$ cat src/rtl/assert_macros.svh
// Assertion macros shared by the nearest obstacle locator RTL.
`ifndef ASSERT_MACROS_SVH
`define ASSERT_MACROS_SVH

`ifndef NO_ASSERTIONS

// Check a property on every clock edge outside reset.
`define ASSERT_CLK(lbl, clk, rst, prop) \
  lbl: assert property (@(posedge clk) disable iff (rst) (prop)) \
    else $error("assertion failed");

// Check that a condition implies another one on the next edge.
`define ASSERT_NEXT(lbl, clk, rst, ante, cons) \
  lbl: assert property (@(posedge clk) disable iff (rst) (ante) |=> (cons)) \
    else $error("assertion failed");

`else

`define ASSERT_CLK(lbl, clk, rst, prop)
`define ASSERT_NEXT(lbl, clk, rst, ante, cons)

`endif

`endif

$ cat src/rtl/sno_pkg.sv
// Shared types, constants and tables of the nearest obstacle locator.
`default_nettype none

package sno_pkg;

  // Defaults for the top level parameters
  localparam int SCAN_LENGTH_DEF  = 4096;
  localparam int CORDIC_STEPS_DEF = 20;

  // Field widths
  localparam int RANGE_W    = 19;
  localparam int DIST_W     = 20;
  localparam int ANG_W      = 24;
  localparam int STEP_W     = 21;
  localparam int POS_W      = 20;
  localparam int IDX_MAX_W  = 16;
  localparam int CFG_IDX_W  = 2;
  localparam int CFG_DATA_W = 24;

  // Register reset values
  localparam logic [RANGE_W-1:0]       MAX_RANGE_RST   = 19'd30000;
  localparam logic signed [ANG_W-1:0]  START_ANGLE_RST = -24'sd3294199;
  localparam logic [STEP_W-1:0]        ANGLE_STEP_RST  = 21'd1830;

  // Marker for a scan without a valid sample
  localparam logic signed [DIST_W-1:0] NONE_MM = -20'sd100000;

  // Register indexes of the configuration port
  typedef enum logic [CFG_IDX_W-1:0] {
    REG_MAX_RANGE   = 2'd0,
    REG_START_ANGLE = 2'd1,
    REG_ANGLE_STEP  = 2'd2
  } cfg_reg_t;

  // Best sample of a finished scan
  typedef struct packed {
    logic                 found;
    logic [RANGE_W-1:0]   range;
    logic [IDX_MAX_W-1:0] index;
  } scan_res_t;

  // One result beat
  typedef struct packed {
    logic                     found;
    logic signed [DIST_W-1:0] distance;
    logic signed [ANG_W-1:0]  angle;
    logic signed [POS_W-1:0]  pos_x;
    logic signed [POS_W-1:0]  pos_y;
  } out_item_t;

  // Arctangent of 2^-k in units of 2^-30 rad
  function automatic logic [31:0] atan_q30(input logic [4:0] k);
    logic [31:0] v;
    unique case (k)
      5'd0:  v = 32'h3243F6A8;
      5'd1:  v = 32'h1DAC6705;
      5'd2:  v = 32'h0FADBAFC;
      5'd3:  v = 32'h07F56EA6;
      5'd4:  v = 32'h03FEAB76;
      5'd5:  v = 32'h01FFD55B;
      5'd6:  v = 32'h00FFFAAA;
      5'd7:  v = 32'h007FFF55;
      5'd8:  v = 32'h003FFFEA;
      5'd9:  v = 32'h001FFFFD;
      5'd10: v = 32'h000FFFFF;
      5'd11: v = 32'h0007FFFF;
      5'd12: v = 32'h0003FFFF;
      5'd13: v = 32'h0001FFFF;
      5'd14: v = 32'h0000FFFF;
      5'd15: v = 32'h00007FFF;
      5'd16: v = 32'h00003FFF;
      5'd17: v = 32'h00001FFF;
      5'd18: v = 32'h00000FFF;
      5'd19: v = 32'h000007FF;
      5'd20: v = 32'h000003FF;
      5'd21: v = 32'h000001FF;
      5'd22: v = 32'h000000FF;
      5'd23: v = 32'h0000007F;
      5'd24: v = 32'h0000003F;
      5'd25: v = 32'h0000001F;
      5'd26: v = 32'h0000000F;
      5'd27: v = 32'h00000008;
      5'd28: v = 32'h00000004;
      5'd29: v = 32'h00000002;
      5'd30: v = 32'h00000001;
      default: v = 32'h00000000;
    endcase
    return v;
  endfunction

endpackage

`default_nettype wire

$ cat src/rtl/sno_track.sv
// Per-sample validity check and running minimum of one scan.
`default_nettype none

`include "assert_macros.svh"

module sno_track #(
  parameter int SCAN_LENGTH = 4096
) (
  input  wire logic                           clk,
  input  wire logic                           rst,
  input  wire logic                           accept,
  input  wire logic signed [sno_pkg::DIST_W-1:0] range_mm,
  input  wire logic                           not_finite,
  input  wire logic                           last_sample,
  input  wire logic [sno_pkg::RANGE_W-1:0]    max_range_mm,
  output sno_pkg::scan_res_t                  scan_res
);
  import sno_pkg::*;

  localparam int CNT_W = $clog2(SCAN_LENGTH + 1);
  localparam int IDX_W = (SCAN_LENGTH > 1) ? $clog2(SCAN_LENGTH) : 1;

  logic [CNT_W-1:0]   sample_count;
  logic [RANGE_W-1:0] best_range;
  logic [IDX_W-1:0]   best_index;
  logic               any_valid;

  logic               in_window;
  logic               sample_ok;
  logic               take;

  // Qualify the sample and compare against the running minimum
  assign in_window = sample_count < CNT_W'(SCAN_LENGTH);
  assign sample_ok = !not_finite && !range_mm[DIST_W-1] &&
                     (range_mm[RANGE_W-1:0] <= max_range_mm);
  assign take      = in_window && sample_ok &&
                     (!any_valid || (range_mm[RANGE_W-1:0] < best_range));

  // Scan summary including the sample at the port
  always_comb begin
    scan_res.found = any_valid | take;
    scan_res.range = take ? range_mm[RANGE_W-1:0] : best_range;
    scan_res.index = take ? IDX_MAX_W'(sample_count[IDX_W-1:0])
                          : IDX_MAX_W'(best_index);
  end

  // Update the scan state; clear it after the last beat
  always_ff @(posedge clk) begin
    if (rst || (accept && last_sample)) begin
      sample_count <= '0;
      best_range   <= '1;
      best_index   <= '0;
      any_valid    <= 1'b0;
    end else if (accept && in_window) begin
      sample_count <= sample_count + CNT_W'(1);
      if (take) begin
        best_range <= range_mm[RANGE_W-1:0];
        best_index <= sample_count[IDX_W-1:0];
        any_valid  <= 1'b1;
      end
    end
  end

  `ASSERT_CLK(a_count_bound, clk, rst, sample_count <= CNT_W'(SCAN_LENGTH))
  `ASSERT_CLK(a_empty_scan, clk, rst, any_valid || (best_range == '1 && best_index == '0))

endmodule

`default_nettype wire

$ cat src/rtl/sno_solver.sv
// Sequencer with one shared multiplier and an iterative CORDIC rotator.
`default_nettype none

`include "assert_macros.svh"

module sno_solver #(
  parameter int CORDIC_STEPS = 20
) (
  input  wire logic                          clk,
  input  wire logic                          rst,
  input  wire logic                          start,
  input  sno_pkg::scan_res_t                 scan_res,
  input  wire logic signed [sno_pkg::ANG_W-1:0] start_angle,
  input  wire logic [sno_pkg::STEP_W-1:0]    angle_step,
  input  wire logic                          out_free,
  output logic                               idle,
  output logic                               res_valid,
  output sno_pkg::out_item_t                 res
);
  import sno_pkg::*;

  localparam int ITER_W  = $clog2(CORDIC_STEPS + 1);
  localparam int Z_W     = 35;
  localparam int XY_W    = 33;
  localparam int MUL_A_W = 20;
  localparam int MUL_B_W = 34;
  localparam int PROD_W  = MUL_A_W + MUL_B_W;
  localparam int SUM_W   = 39;

  localparam logic signed [Z_W-1:0]   PI_Q30      = 35'sd3373259426;
  localparam logic signed [Z_W-1:0]   NEG_PI_Q30  = -35'sd3373259426;
  localparam logic signed [Z_W-1:0]   TWO_PI_Q30  = 35'sd6746518852;
  localparam logic signed [Z_W-1:0]   HALF_PI_Q30 = 35'sd1686629713;
  localparam logic signed [Z_W-1:0]   NEG_HALF_PI = -35'sd1686629713;
  localparam logic signed [XY_W-1:0]  GAIN_Q30    = 33'sd652032875;
  localparam logic signed [SUM_W-1:0] ANG_HI      = 39'sd8388607;
  localparam logic signed [SUM_W-1:0] ANG_LO      = -39'sd8388608;
  localparam logic signed [PROD_W-1:0] ROUND_HALF = 54'sd536870912;

  typedef enum logic [8:0] {
    S_IDLE    = 9'b000000001,
    S_ANG_MUL = 9'b000000010,
    S_ANG_SUM = 9'b000000100,
    S_WRAP    = 9'b000001000,
    S_HALF    = 9'b000010000,
    S_ITER    = 9'b000100000,
    S_MUL_X   = 9'b001000000,
    S_MUL_Y   = 9'b010000000,
    S_FIN     = 9'b100000000
  } state_t;

  state_t                    state;
  state_t                    state_next;
  logic                      found_q;
  logic [RANGE_W-1:0]        dist_q;
  logic [IDX_MAX_W-1:0]      idx_q;
  logic signed [ANG_W-1:0]   ang_q;
  logic signed [Z_W-1:0]     z;
  logic signed [XY_W-1:0]    x;
  logic signed [XY_W-1:0]    y;
  logic                      flip;
  logic [ITER_W-1:0]         iter;
  logic signed [PROD_W-1:0]  prod;
  logic signed [POS_W-1:0]   px_q;

  logic signed [MUL_A_W-1:0] mul_a;
  logic signed [MUL_B_W-1:0] mul_b;
  logic signed [PROD_W-1:0]  mul_p;
  logic signed [MUL_A_W-1:0] d_pos;
  logic signed [SUM_W-1:0]   ang_sum;
  logic signed [ANG_W-1:0]   ang_sat;
  logic signed [XY_W-1:0]    x_sh;
  logic signed [XY_W-1:0]    y_sh;
  logic signed [Z_W-1:0]     atan_z;
  logic                      last_iter;

  // Round to nearest mm and clamp to the position range
  function automatic logic signed [POS_W-1:0] round_sat(input logic signed [PROD_W-1:0] p);
    logic signed [PROD_W-1:0] s;
    logic signed [PROD_W-31:0] q;
    logic signed [POS_W-1:0]  r;
    s = p + ROUND_HALF;
    q = s[PROD_W-1:30];
    if (q > (PROD_W-30)'(524287)) begin
      r = 20'sd524287;
    end else if (q < -(PROD_W-30)'(524288)) begin
      r = -20'sd524288;
    end else begin
      r = q[POS_W-1:0];
    end
    return r;
  endfunction

  // Shared multiplier operand select
  assign d_pos = signed'({1'b0, dist_q});
  always_comb begin
    unique case (state)
      S_ANG_MUL: begin
        mul_a = signed'(MUL_A_W'(idx_q));
        mul_b = signed'(MUL_B_W'(angle_step));
      end
      S_MUL_X: begin
        mul_a = flip ? -d_pos : d_pos;
        mul_b = MUL_B_W'(x);
      end
      S_MUL_Y: begin
        mul_a = flip ? -d_pos : d_pos;
        mul_b = MUL_B_W'(y);
      end
      default: begin
        mul_a = '0;
        mul_b = '0;
      end
    endcase
  end
  assign mul_p = mul_a * mul_b;

  // Angle sum from the registered product, saturated
  assign ang_sum = SUM_W'(start_angle) + signed'(prod[SUM_W-1:0]);
  always_comb begin
    if (ang_sum > ANG_HI) begin
      ang_sat = 24'sd8388607;
    end else if (ang_sum < ANG_LO) begin
      ang_sat = -24'sd8388608;
    end else begin
      ang_sat = ang_sum[ANG_W-1:0];
    end
  end

  // CORDIC micro-rotation terms
  assign x_sh      = x >>> iter;
  assign y_sh      = y >>> iter;
  assign atan_z    = signed'({3'b000, atan_q30(5'(iter))});
  assign last_iter = iter == ITER_W'(CORDIC_STEPS - 1);

  // Sequencer
  always_comb begin
    state_next = state;
    unique case (state)
      S_IDLE:    if (start) state_next = scan_res.found ? S_ANG_MUL : S_FIN;
      S_ANG_MUL: state_next = S_ANG_SUM;
      S_ANG_SUM: state_next = S_WRAP;
      S_WRAP:    state_next = S_HALF;
      S_HALF:    state_next = S_ITER;
      S_ITER:    if (last_iter) state_next = S_MUL_X;
      S_MUL_X:   state_next = S_MUL_Y;
      S_MUL_Y:   state_next = S_FIN;
      S_FIN:     if (out_free) state_next = S_IDLE;
      default:   state_next = S_IDLE;
    endcase
  end

  always_ff @(posedge clk) begin
    if (rst) begin
      state <= S_IDLE;
    end else begin
      state <= state_next;
    end
  end

  // Datapath registers
  always_ff @(posedge clk) begin
    unique case (state)
      S_IDLE: begin
        if (start) begin
          found_q <= scan_res.found;
          dist_q  <= scan_res.range;
          idx_q   <= scan_res.index;
        end
      end
      S_ANG_MUL: prod <= mul_p;
      S_ANG_SUM: begin
        ang_q <= ang_sat;
        z     <= signed'({{(Z_W-ANG_W-10){ang_sat[ANG_W-1]}}, ang_sat, 10'b0});
      end
      S_WRAP: begin
        if (z > PI_Q30) begin
          z <= z - TWO_PI_Q30;
        end else if (z < NEG_PI_Q30) begin
          z <= z + TWO_PI_Q30;
        end
      end
      S_HALF: begin
        if (z > HALF_PI_Q30) begin
          z    <= z - PI_Q30;
          flip <= 1'b1;
        end else if (z < NEG_HALF_PI) begin
          z    <= z + PI_Q30;
          flip <= 1'b1;
        end else begin
          flip <= 1'b0;
        end
        x    <= GAIN_Q30;
        y    <= '0;
        iter <= '0;
      end
      S_ITER: begin
        if (!z[Z_W-1]) begin
          x <= x - y_sh;
          y <= y + x_sh;
          z <= z - atan_z;
        end else begin
          x <= x + y_sh;
          y <= y - x_sh;
          z <= z + atan_z;
        end
        iter <= iter + ITER_W'(1);
      end
      S_MUL_X: prod <= mul_p;
      S_MUL_Y: begin
        px_q <= round_sat(prod);
        prod <= mul_p;
      end
      default: ;
    endcase
  end

  // Result beat
  assign idle      = state == S_IDLE;
  assign res_valid = (state == S_FIN) && out_free;
  always_comb begin
    if (found_q) begin
      res.found    = 1'b1;
      res.distance = signed'({1'b0, dist_q});
      res.angle    = ang_q;
      res.pos_x    = px_q;
      res.pos_y    = round_sat(prod);
    end else begin
      res.found    = 1'b0;
      res.distance = NONE_MM;
      res.angle    = '0;
      res.pos_x    = NONE_MM;
      res.pos_y    = '0;
    end
  end

  `ASSERT_CLK(a_start_idle, clk, rst, !start || state == S_IDLE)
  `ASSERT_CLK(a_iter_bound, clk, rst, state != S_ITER || iter < ITER_W'(CORDIC_STEPS))
  `ASSERT_NEXT(a_fin_hold, clk, rst, state == S_FIN && !out_free, state == S_FIN)

endmodule

`default_nettype wire

$ cat src/rtl/scan_nearest_obstacle_locator.sv
// Top level of the nearest obstacle locator: ports, registers, result buffer.
//
//  channel  dir  handshake                   contents
//  s_axis   in   s_axis_tvalid/s_axis_tready range sample, invalid flag, last mark
//  m_axis   out  m_axis_tvalid/m_axis_tready one result per scan
//  cfg      in   cfg_valid/cfg_ready         register index and data
//
// A sample that does not end a scan leaves s_axis_tready high. The last sample
// of a scan with a valid point keeps s_axis_tready low while the shared
// multiplier forms the angle, two folds bring it into range, the CORDIC runs
// one rotation a cycle, and the same multiplier scales x and y. A scan without
// a valid point goes straight to the last step. A result stalled on m_axis holds
// the sequencer in its last step; samples are taken again once it is buffered.
// Reset is synchronous and restores the register defaults and an empty scan.
`default_nettype none

`include "assert_macros.svh"

module scan_nearest_obstacle_locator #(
  parameter int SCAN_LENGTH  = sno_pkg::SCAN_LENGTH_DEF,
  parameter int CORDIC_STEPS = sno_pkg::CORDIC_STEPS_DEF
) (
  input  wire logic                              clk,
  input  wire logic                              rst,
  input  wire logic                              s_axis_tvalid,
  output logic                                   s_axis_tready,
  input  wire logic [23:0]                       s_axis_tdata,  // range_mm[19:0]
  input  wire logic [0:0]                        s_axis_tuser,  // not_finite
  input  wire logic                              s_axis_tlast,  // last_sample
  output logic                                   m_axis_tvalid,
  input  wire logic                              m_axis_tready,
  // min_distance_mm[19:0], obstacle_angle[43:20], pos_x_mm[63:44], pos_y_mm[83:64]
  output logic [87:0]                            m_axis_tdata,
  output logic [0:0]                             m_axis_tuser,  // found
  input  wire logic                              cfg_valid,
  output logic                                   cfg_ready,
  input  wire logic [sno_pkg::CFG_IDX_W-1:0]     cfg_index,
  input  wire logic [sno_pkg::CFG_DATA_W-1:0]    cfg_data
);
  import sno_pkg::*;

  logic [RANGE_W-1:0]       max_range_mm;
  logic signed [ANG_W-1:0]  start_angle;
  logic [STEP_W-1:0]        angle_step;

  logic                     in_accept;
  logic                     scan_start;
  scan_res_t                scan_res;
  logic                     solver_idle;
  logic                     res_valid;
  out_item_t                res;
  out_item_t                out_q;
  logic                     out_free;

  // Configuration registers
  assign cfg_ready = 1'b1;
  always_ff @(posedge clk) begin
    if (rst) begin
      max_range_mm <= MAX_RANGE_RST;
      start_angle  <= START_ANGLE_RST;
      angle_step   <= ANGLE_STEP_RST;
    end else if (cfg_valid && cfg_ready) begin
      unique case (cfg_reg_t'(cfg_index))
        REG_MAX_RANGE:   max_range_mm <= cfg_data[RANGE_W-1:0];
        REG_START_ANGLE: start_angle  <= signed'(cfg_data[ANG_W-1:0]);
        REG_ANGLE_STEP:  angle_step   <= cfg_data[STEP_W-1:0];
        default: ;
      endcase
    end
  end

  // Input beat acceptance
  assign s_axis_tready = solver_idle;
  assign in_accept     = s_axis_tvalid && s_axis_tready;
  assign scan_start    = in_accept && s_axis_tlast;

  sno_track #(
    .SCAN_LENGTH (SCAN_LENGTH)
  ) u_track (
    .clk          (clk),
    .rst          (rst),
    .accept       (in_accept),
    .range_mm     (signed'(s_axis_tdata[DIST_W-1:0])),
    .not_finite   (s_axis_tuser[0]),
    .last_sample  (s_axis_tlast),
    .max_range_mm (max_range_mm),
    .scan_res     (scan_res)
  );

  sno_solver #(
    .CORDIC_STEPS (CORDIC_STEPS)
  ) u_solver (
    .clk         (clk),
    .rst         (rst),
    .start       (scan_start),
    .scan_res    (scan_res),
    .start_angle (start_angle),
    .angle_step  (angle_step),
    .out_free    (out_free),
    .idle        (solver_idle),
    .res_valid   (res_valid),
    .res         (res)
  );

  // Output buffer: hold the result beat until taken
  assign out_free = !m_axis_tvalid || m_axis_tready;
  always_ff @(posedge clk) begin
    if (rst) begin
      m_axis_tvalid <= 1'b0;
    end else if (res_valid) begin
      m_axis_tvalid <= 1'b1;
    end else if (m_axis_tready) begin
      m_axis_tvalid <= 1'b0;
    end
  end

  always_ff @(posedge clk) begin
    if (res_valid) begin
      out_q <= res;
    end
  end

  assign m_axis_tdata = {4'b0000, out_q.pos_y, out_q.pos_x, out_q.angle, out_q.distance};
  assign m_axis_tuser = out_q.found;

  `ASSERT_NEXT(a_last_busy, clk, rst, scan_start, !s_axis_tready)
  `ASSERT_CLK(a_res_room, clk, rst, !res_valid || out_free)

endmodule

`default_nettype wire

$ cat config.mk
export PLATFORM = sky130hd
export DESIGN_NAME = scan_nearest_obstacle_locator
export DESIGN_NICKNAME = d
export VERILOG_FILES = /design/src/rtl/sno_pkg.sv /design/src/rtl/sno_track.sv /design/src/rtl/sno_solver.sv /design/src/rtl/scan_nearest_obstacle_locator.sv
export VERILOG_INCLUDE_DIRS = /design/src /design/src/rtl
export SDC_FILE = /design/constraint.sdc
export NUM_CORES = 2
export LEC_CHECK = 0
export ABC_AREA = 1
export ABC_CLOCK_PERIOD_IN_PS = 22600
export BUFFER_PORTS_ARGS = -buffer_cell sky130_fd_sc_hd__clkbuf_2
export CELL_PAD_IN_SITES_DETAIL_PLACEMENT = 1
export CELL_PAD_IN_SITES_GLOBAL_PLACEMENT = 1
export CORE_MARGIN = 2
export CORE_UTILIZATION = 50
export CTS_CLUSTER_DIAMETER = 150
export CTS_CLUSTER_SIZE = 28
export DETAILED_ROUTE_END_ITERATION = 12
export PLACE_DENSITY_LB_ADDON = 0.1
export SYNTH_ARGS = -nofsm -noshare
export SYNTH_HDL_FRONTEND = slang
export SYNTH_SLANG_ARGS = --single-unit
$ cat constraint.sdc
create_clock -name clk -period 22.6 [get_ports clk]
set_input_delay 1.13 -clock clk [delete_from_list [all_inputs] [get_ports clk]]
set_output_delay 1.13 -clock clk [all_outputs]
set_load 0.01 [all_outputs]
# --- Word-level counts from Yosys, hierarchy flattened ---
# Memory sizes are Yosys's and may differ from the RTL's. A register that Yosys moved wholly into a read port is not among the register bits.
# Cells that the tools add are included.
totals:
  input_bits: 57
  memories: 1
  out_inout_bits: 92
  reg_bits: 445
  word_cells: 132
  rom_bits: 960
op_classes:
  shift: 2
  addsub: 15
  order_cmp: 11
  muxes: 30
  n_bitwise: 1
  reduce_logical: 28
  mul: 1
  eq_ne: 17
mem_list:
  columns: ["memory", "words", "word_bits", "read_ports", "rd_ports_with_merged_regs", "wr", "line", "rtl"]
  rows:
  - ["(no name shown)", 32, 30, 1, 1, 0, "sno_pkg.sv:54", "unique case (k)"]
op_table:
  columns: ["operator", "count"]
  rows:
  - ["35-bit two-way mux", 5]
  - ["35-bit one-hot mux with 4 select lines", 1]
  - ["33-bit one-hot mux with 2 select lines", 2]
  - ["34-bit one-hot mux with 3 select lines", 1]
  - ["85-bit two-way mux", 1]
  - ["9-bit one-hot mux with 9 select lines", 1]
  - ["33-bit adder", 2]
  - ["33-bit two-way mux", 2]
  - ["33-bit by 5-bit >>> shifter with 33-bit output", 2]
  - ["33-bit subtractor", 2]
  - ["20-bit two-way mux", 3]
  - ["54-bit by 31-bit adder with 54-bit output, second input constant", 1]
  - ["20-bit by 34-bit multiplier with 54-bit output", 1]
  - ["24-bit two-way mux", 2]
  - ["20-bit one-hot mux with 2 select lines", 1]
  - ["24-bit by 39-bit adder with 39-bit output", 1]
  - ["39-bit by 24-bit > comparator with 1-bit output, second input constant", 1]
  - ["39-bit by 24-bit less-than comparator with 1-bit output, second input constant", 1]
  - ["9-bit two-way mux", 4]
  - ["35-bit by 33-bit adder with 35-bit output", 1]
  - ["35-bit by 33-bit adder with 35-bit output, second input constant", 1]
  - ["35-bit by 34-bit adder with 35-bit output, second input constant", 1]
  - ["35-bit by 32-bit > comparator with 1-bit output, second input constant", 1]
  - ["35-bit by 33-bit > comparator with 1-bit output, second input constant", 1]
  - ["other kinds (43)", 66]

# --- Depth between registers and ports, before layout ---
depth:
  depth_word: 9
  depth_mapped: 43
  depth_no_buf: 41

# --- Modules after synthesis ---
# Synthesis repeated with hierarchy kept, for this count alone.
unflattened:
  cells_unflattened: 8880
  hier_area_um2: 63729.9
modules_own_cells:
  columns: ["mod", "seq_area_each_um2", "instances", "cells_per_inst", "area_each_um2"]
  rows:
  - ["sno_solver", 8017.7, 1, 7908, 55204.2]
  - ["scan_nearest_obstacle_locator", 3853.7, 1, 466, 5178.7]
  - ["sno_track", 900.9, 1, 506, 3347.0]

# --- Worst setup path after synthesis ---
# No wires, ideal clock.
synth_timing:
  kind: "register to register"
  from: "reg u_solver.state[2]"
  to: "reg u_solver.prod[53] (data pin)"
  period_less_slack_ns: 8.122
  setup_ns: 0.260
  stages_incl_launch_ff: 38
  t_required_ns: 22.340
  arrival_time_ns: 7.862
  setup_slack_ns: 14.478
  path_buffers: 2
  cell_sequence: "dfxtp_1 -> nor2_1 -> nand2_1 -> inv_1 -> nand2_1 -> inv_1 -> clkbuf_1 -> nand2_1 -> o21ai_0 -> a21oi_2 -> inv_1 -> clkbuf_1 -> nand2_1 -> fa_1 -> inv_1 -> fa_1 -> inv_1 -> fa_1 -> [2 not listed] -> fa_1 -> fa_1 -> inv_1 -> fa_1 -> inv_1 -> ha_1 -> nand2_1 -> nor2_1 -> inv_1 -> nor2_1 -> and3_1 -> nand3_1 -> nand3_1 -> nand2_1 -> o211ai_1 -> a21oi_1 -> o21ai_0 -> xnor2_1"
synth_between:
  elab_chain_len: 4
  word_cells_on_any_way: 7
  cone_classes: "mul: 1; eq/ne: 3; mux: 2; reduce/logical: 1"
synth_rtl:
  columns: ["item", "line", "rtl"]
  rows:
  - ["start, declared", "sno_solver.sv:52", "state_t state;"]
  - ["start signal, assigned", "sno_solver.sv:157", "state <= state_next;"]
  - ["9-bit by 7-bit equality test with 1-bit output / 9-bit by 8-bit equality test with 1-bit output (equally long branches)", "sno_solver.sv:97", "unique case (state)"]
  - ["2-bit OR reduction (no line)", null, null]
  - ["20-bit one-hot mux with 2 select lines", "sno_solver.sv:97", null]
  - ["20-bit by 34-bit multiplier with 54-bit output *", "sno_solver.sv:116", "assign mul_p = mul_a * mul_b;"]
  - ["net u_solver.mul_p[53]", "sno_solver.sv:68", "logic signed [PROD_W-1:0] mul_p;"]
  - ["end signal, assigned", "sno_solver.sv:171", "S_ANG_MUL: prod <= mul_p;"]
  - ["end signal, assigned", "sno_solver.sv:209", "S_MUL_X: prod <= mul_p;"]
  - ["end signal, assigned", "sno_solver.sv:212", "prod <= mul_p;"]
  - ["end, declared", "sno_solver.sv:63", "logic signed [PROD_W-1:0] prod;"]
# Mark *: on every way through the listed nets, which the timed path passes. The rest lies on a longest branch.
# A chain may end at the register's enable or synchronous reset.

# --- Final worst setup path ---
layout_timing:
  from: "reg u_solver.flip"
  to: "reg u_solver.prod[51] (data pin)"
layout_between:
  elab_chain_len: 3
layout_rtl:
  columns: ["item", "line", "rtl"]
  rows:
  - ["start, declared", "sno_solver.sv:61", "logic flip;"]
  - ["start signal, assigned", "sno_solver.sv:186", "flip <= 1'b1;"]
  - ["start signal, assigned", "sno_solver.sv:189", "flip <= 1'b1;"]
  - ["start signal, assigned", "sno_solver.sv:191", "flip <= 1'b0;"]
  - ["20-bit two-way mux", "sno_solver.sv:103, sno_solver.sv:107", null]
  - ["20-bit one-hot mux with 2 select lines", "sno_solver.sv:97", null]
  - ["20-bit by 34-bit multiplier with 54-bit output", "sno_solver.sv:116", null]
  - ["net u_solver.mul_p[51]", "sno_solver.sv:68", null]
# The timed path passes the listed nets, and every way through them passes these cells.

==> results.json <==
{
  "synth_cell_types": 71,
  "wirelength_mm": 231,
  "rows": 129,
  "critPathBufInv": 5,
  "core_sq_mm": 0.123,
  "track_usage_pct": 36.5,
  "tritoncts": "done",
  "drv_cap": 0,
  "first_iter_violations": 4620,
  "maxSlewViolCount": 0,
  "yosysSeqAreaShare_pct": 20.4,
  "post-route-drc-count": 0,
  "setup_viol": 0,
  "clkSinkCount": 471,
  "post_cts_buffers": 0,
  "period_needed_ns": 10.89,
  "io-pin-count": 149,
  "leakagePower_uw": 0.0315,
  "critPathTopFamily": "adder cells",
  "utilization_pct": 52.6,
  "hold_class": "flip-flop to flip-flop",
  "cts_resized": 0,
  "seq_area_sq_mm": 0.0127,
  "dp_hpwl_mm": 188,
  "startpoint_type": "flip-flop",
  "io_buffers": 139,
  "ys_seq_elements": 471,
  "ant_nets": 0,
  "synth_area_sq_mm": 0.0620,
  "gp_congestion": 0.955,
  "finalCritPeriodShare_pct": 48.2,
  "syn_inst": 8487,
  "hold_viol_final": 0,
  "start_util_pct": 50.3,
  "holdBufCountCts": 0,
  "cts_buffer_depth": 3,
  "post_synth.cell_area_avg_sq_um": 7.30,
  "netlist.area_leader.share_pct": 21.5,
  "cts_buffers": 23,
  "synth.largest_area_cell": "fa_1",
  "worst_path_most_repeated_cell": "fa_1",
  "die_h_um": 356,
  "slew_headroom_pct": 18.2,
  "vias": 58100,
  "fill_cells": 16000,
  "area_delta_synth_final_pct": 4.66,
  "multi_input_area_sq_mm": 0.0424,
  "fin_nets": 9530,
  "worst_slew_pin_slew_ns": 1.23,
  "grt_overflow": 0,
  "ys_top_cells_by_count": "nand2_1, inv_1, nor2_1",
  "drive_gt1_share_pct": 4.58,
  "wl_per_cell_um": 22.8,
  "yosysWarnings": 0,
  "die_w_um": 356,
  "crit_required_ns": 23.01,
  "grt_pass1_wl_mm": 357,
  "via_per_inst": 5.75,
  "rsz0062_at_grt": "no",
  "path_class": "flip-flop to flip-flop",
  "synthTopCellsByArea": "fa_1, edfxtp_1, nand2_1, inv_1, ha_1",
  "stdcell_count": 10100,
  "drtPass1Iterations": 7,
  "p_per_area_mw_per_mm2": 43.6,
  "grt_max_degree": 68,
  "yosysMostFrequentCell": "nand2_1",
  "crit_path_end_kind": "flip-flop",
  "worstSkewPairLatency_ns": 0.66,
  "cp_slowest_cell": "inv_1",
  "cp_slowest_stage_delay_ns": 1.19,
  "tns_ns": 0,
  "cts.clk_slew.worst_paths_ns": 0.13,
  "synthArstFlopShare_pct": 0,
  "worstPathMaxFanout": 23,
  "antenna_found_initial": 6,
  "die-area_sq_mm": 0.127,
  "cts.htree.levels": 1,
  "synth_edf_count": 322,
  "crit_arrival_ns": 11.31,
  "status": "complete, no violations",
  "finalHoldWorstSlack_ns": 0.457,
  "root_buffer": "clkbuf_16",
  "vdd_drop_max_uv": 53.0,
  "fmax_mhz": 91.8,
  "clock_skew_ns": 0.0457,
  "place_inst": 10100,
  "synth_ff_type": "edfxtp_1",
  "grt_pass1_vias": 61100
}
-- final cells by class --
type,instances,share of cell area [%]
Multi-Input combinational cell,6223,65.4
Sequential cell,471,19.5
Inverter,1507,8.72
Tap cell,1637,3.16
Timing Repair Buffer,225,2.07
Clock buffer,33,0.945
Clock inverter,8,0.181
Antenna cell,2,0.00771
-- worst paths after layout --
| kind | to | from | slack (ns) | cells past startpoint |
|---|---|---|---|---|
| min | angle_step[17] | angle_step[17] | 0.46 | 2 |
| max | u_solver.prod[51] | u_solver.flip | 11.71 | 30 |
| max reg2reg | u_solver.prod[51] | u_solver.flip | 11.71 | 30 |
| min reg2reg | angle_step[17] | angle_step[17] | 0.46 | 2 |
-- state kept, by name (all words and copies together), names as in the netlist, 13 cells and up --
signal,cells
u_track.sample_count,13
u_solver.z,35
angle_step,21
u_solver.dist_q,19
u_solver.atan_z,30
u_solver.px_q,20
u_solver.x,33
max_range_mm,19
start_angle,24
u_solver.y,33
u_solver.prod,54
m_axis_tdata,84
u_track.best_range,19
u_solver.ang_q,24
-- cells in the final DEF (no fill, tap or decap), types with 22 or more instances in the layout --
cell	netlist	layout
fa_1	665	665
a21o_1	30	30
buf_4	19	86
nand4_1	77	77
ha_1	357	357
o21a_1	42	42
clkbuf_2	1	139
xnor2_1	77	77
edfxtp_1	322	322
o211ai_1	68	68
clkbuf_16	0	23
a211oi_1	22	22
o21bai_1	25	25
or2_2	48	48
dfxtp_1	149	149
xor2_1	160	160
nor3_1	91	90
a21oi_1	465	464
o21ai_0	404	401
a31oi_1	35	35
nand2_1	2022	2020
nand3_1	572	572
nor2_1	847	844
inv_1	1481	1477
-- logic make-up (layout without fill, tap and decap cells) --
kind of cell	count (synthesis)	count (layout)	synth area share, %
simple gates	3753	3753	25.2
buf+inv	1796	1773	11.3
compound gates	1205	1205	11.0
fa+ha+maj	1022	1022	28.7
flops	471	471	20.4
xor+xnor	238	238	3.39
other cells	2	7	0.0121
-- power breakdown --
| group | leakage (uW) | switching [uW] | total (uW) | internal (uW) |
|---|---|---|---|---|
| logic | 0.0272 | 841 | 1210 | 369 |
| registers | 0.00403 | 77.0 | 1090 | 1010 |
| clock network | 0.000351 | 332 | 535 | 203 |
-- worst reg2reg max path, delay by kind of cell (launching register included) --
kind | cells | cell delay [ns]
DFF | 1 | 0.93
buffers and inverters | 5 | 1.85
and+or+nand+nor | 11 | 1.93
adders and majority gates | 8 | 4.33
AOI/OAI and AO/OA | 6 | 1.64
-- layer usage --
| layer | share of wire [%] | GRT usage (%) | routed length [um] | vias up |
|---|---|---|---|---|
| li1 | - | - | - | 26800 |
| met1 | 42 | 47.5 | 96000 | 29000 |
| met2 | 46 | 59.6 | 107000 | 1793 |
| met3 | 6.2 | 4.82 | 14300 | 488 |
| met4 | 5.8 | 18.3 | 13300 | 6 |
| met5 | 0.017 | 0 | 40 | - |
-- metrics by stage --
step | total power, uW | worst slack, ns | cell area [sq um]
6_report | 2830 | 11.71 | 64900
5_1_grt | 3010 | 11.25 | 64900
4_1_cts | 2830 | 11.87 | 64900
3_5_place_dp | 2290 | 11.95 | 64100
3_3_place_gp | 2250 | 12.12 | 64100
2_1_floorplan | 1910 | 14.48 | 62000
Note: power is estimated with default switching activity, not from simulation.
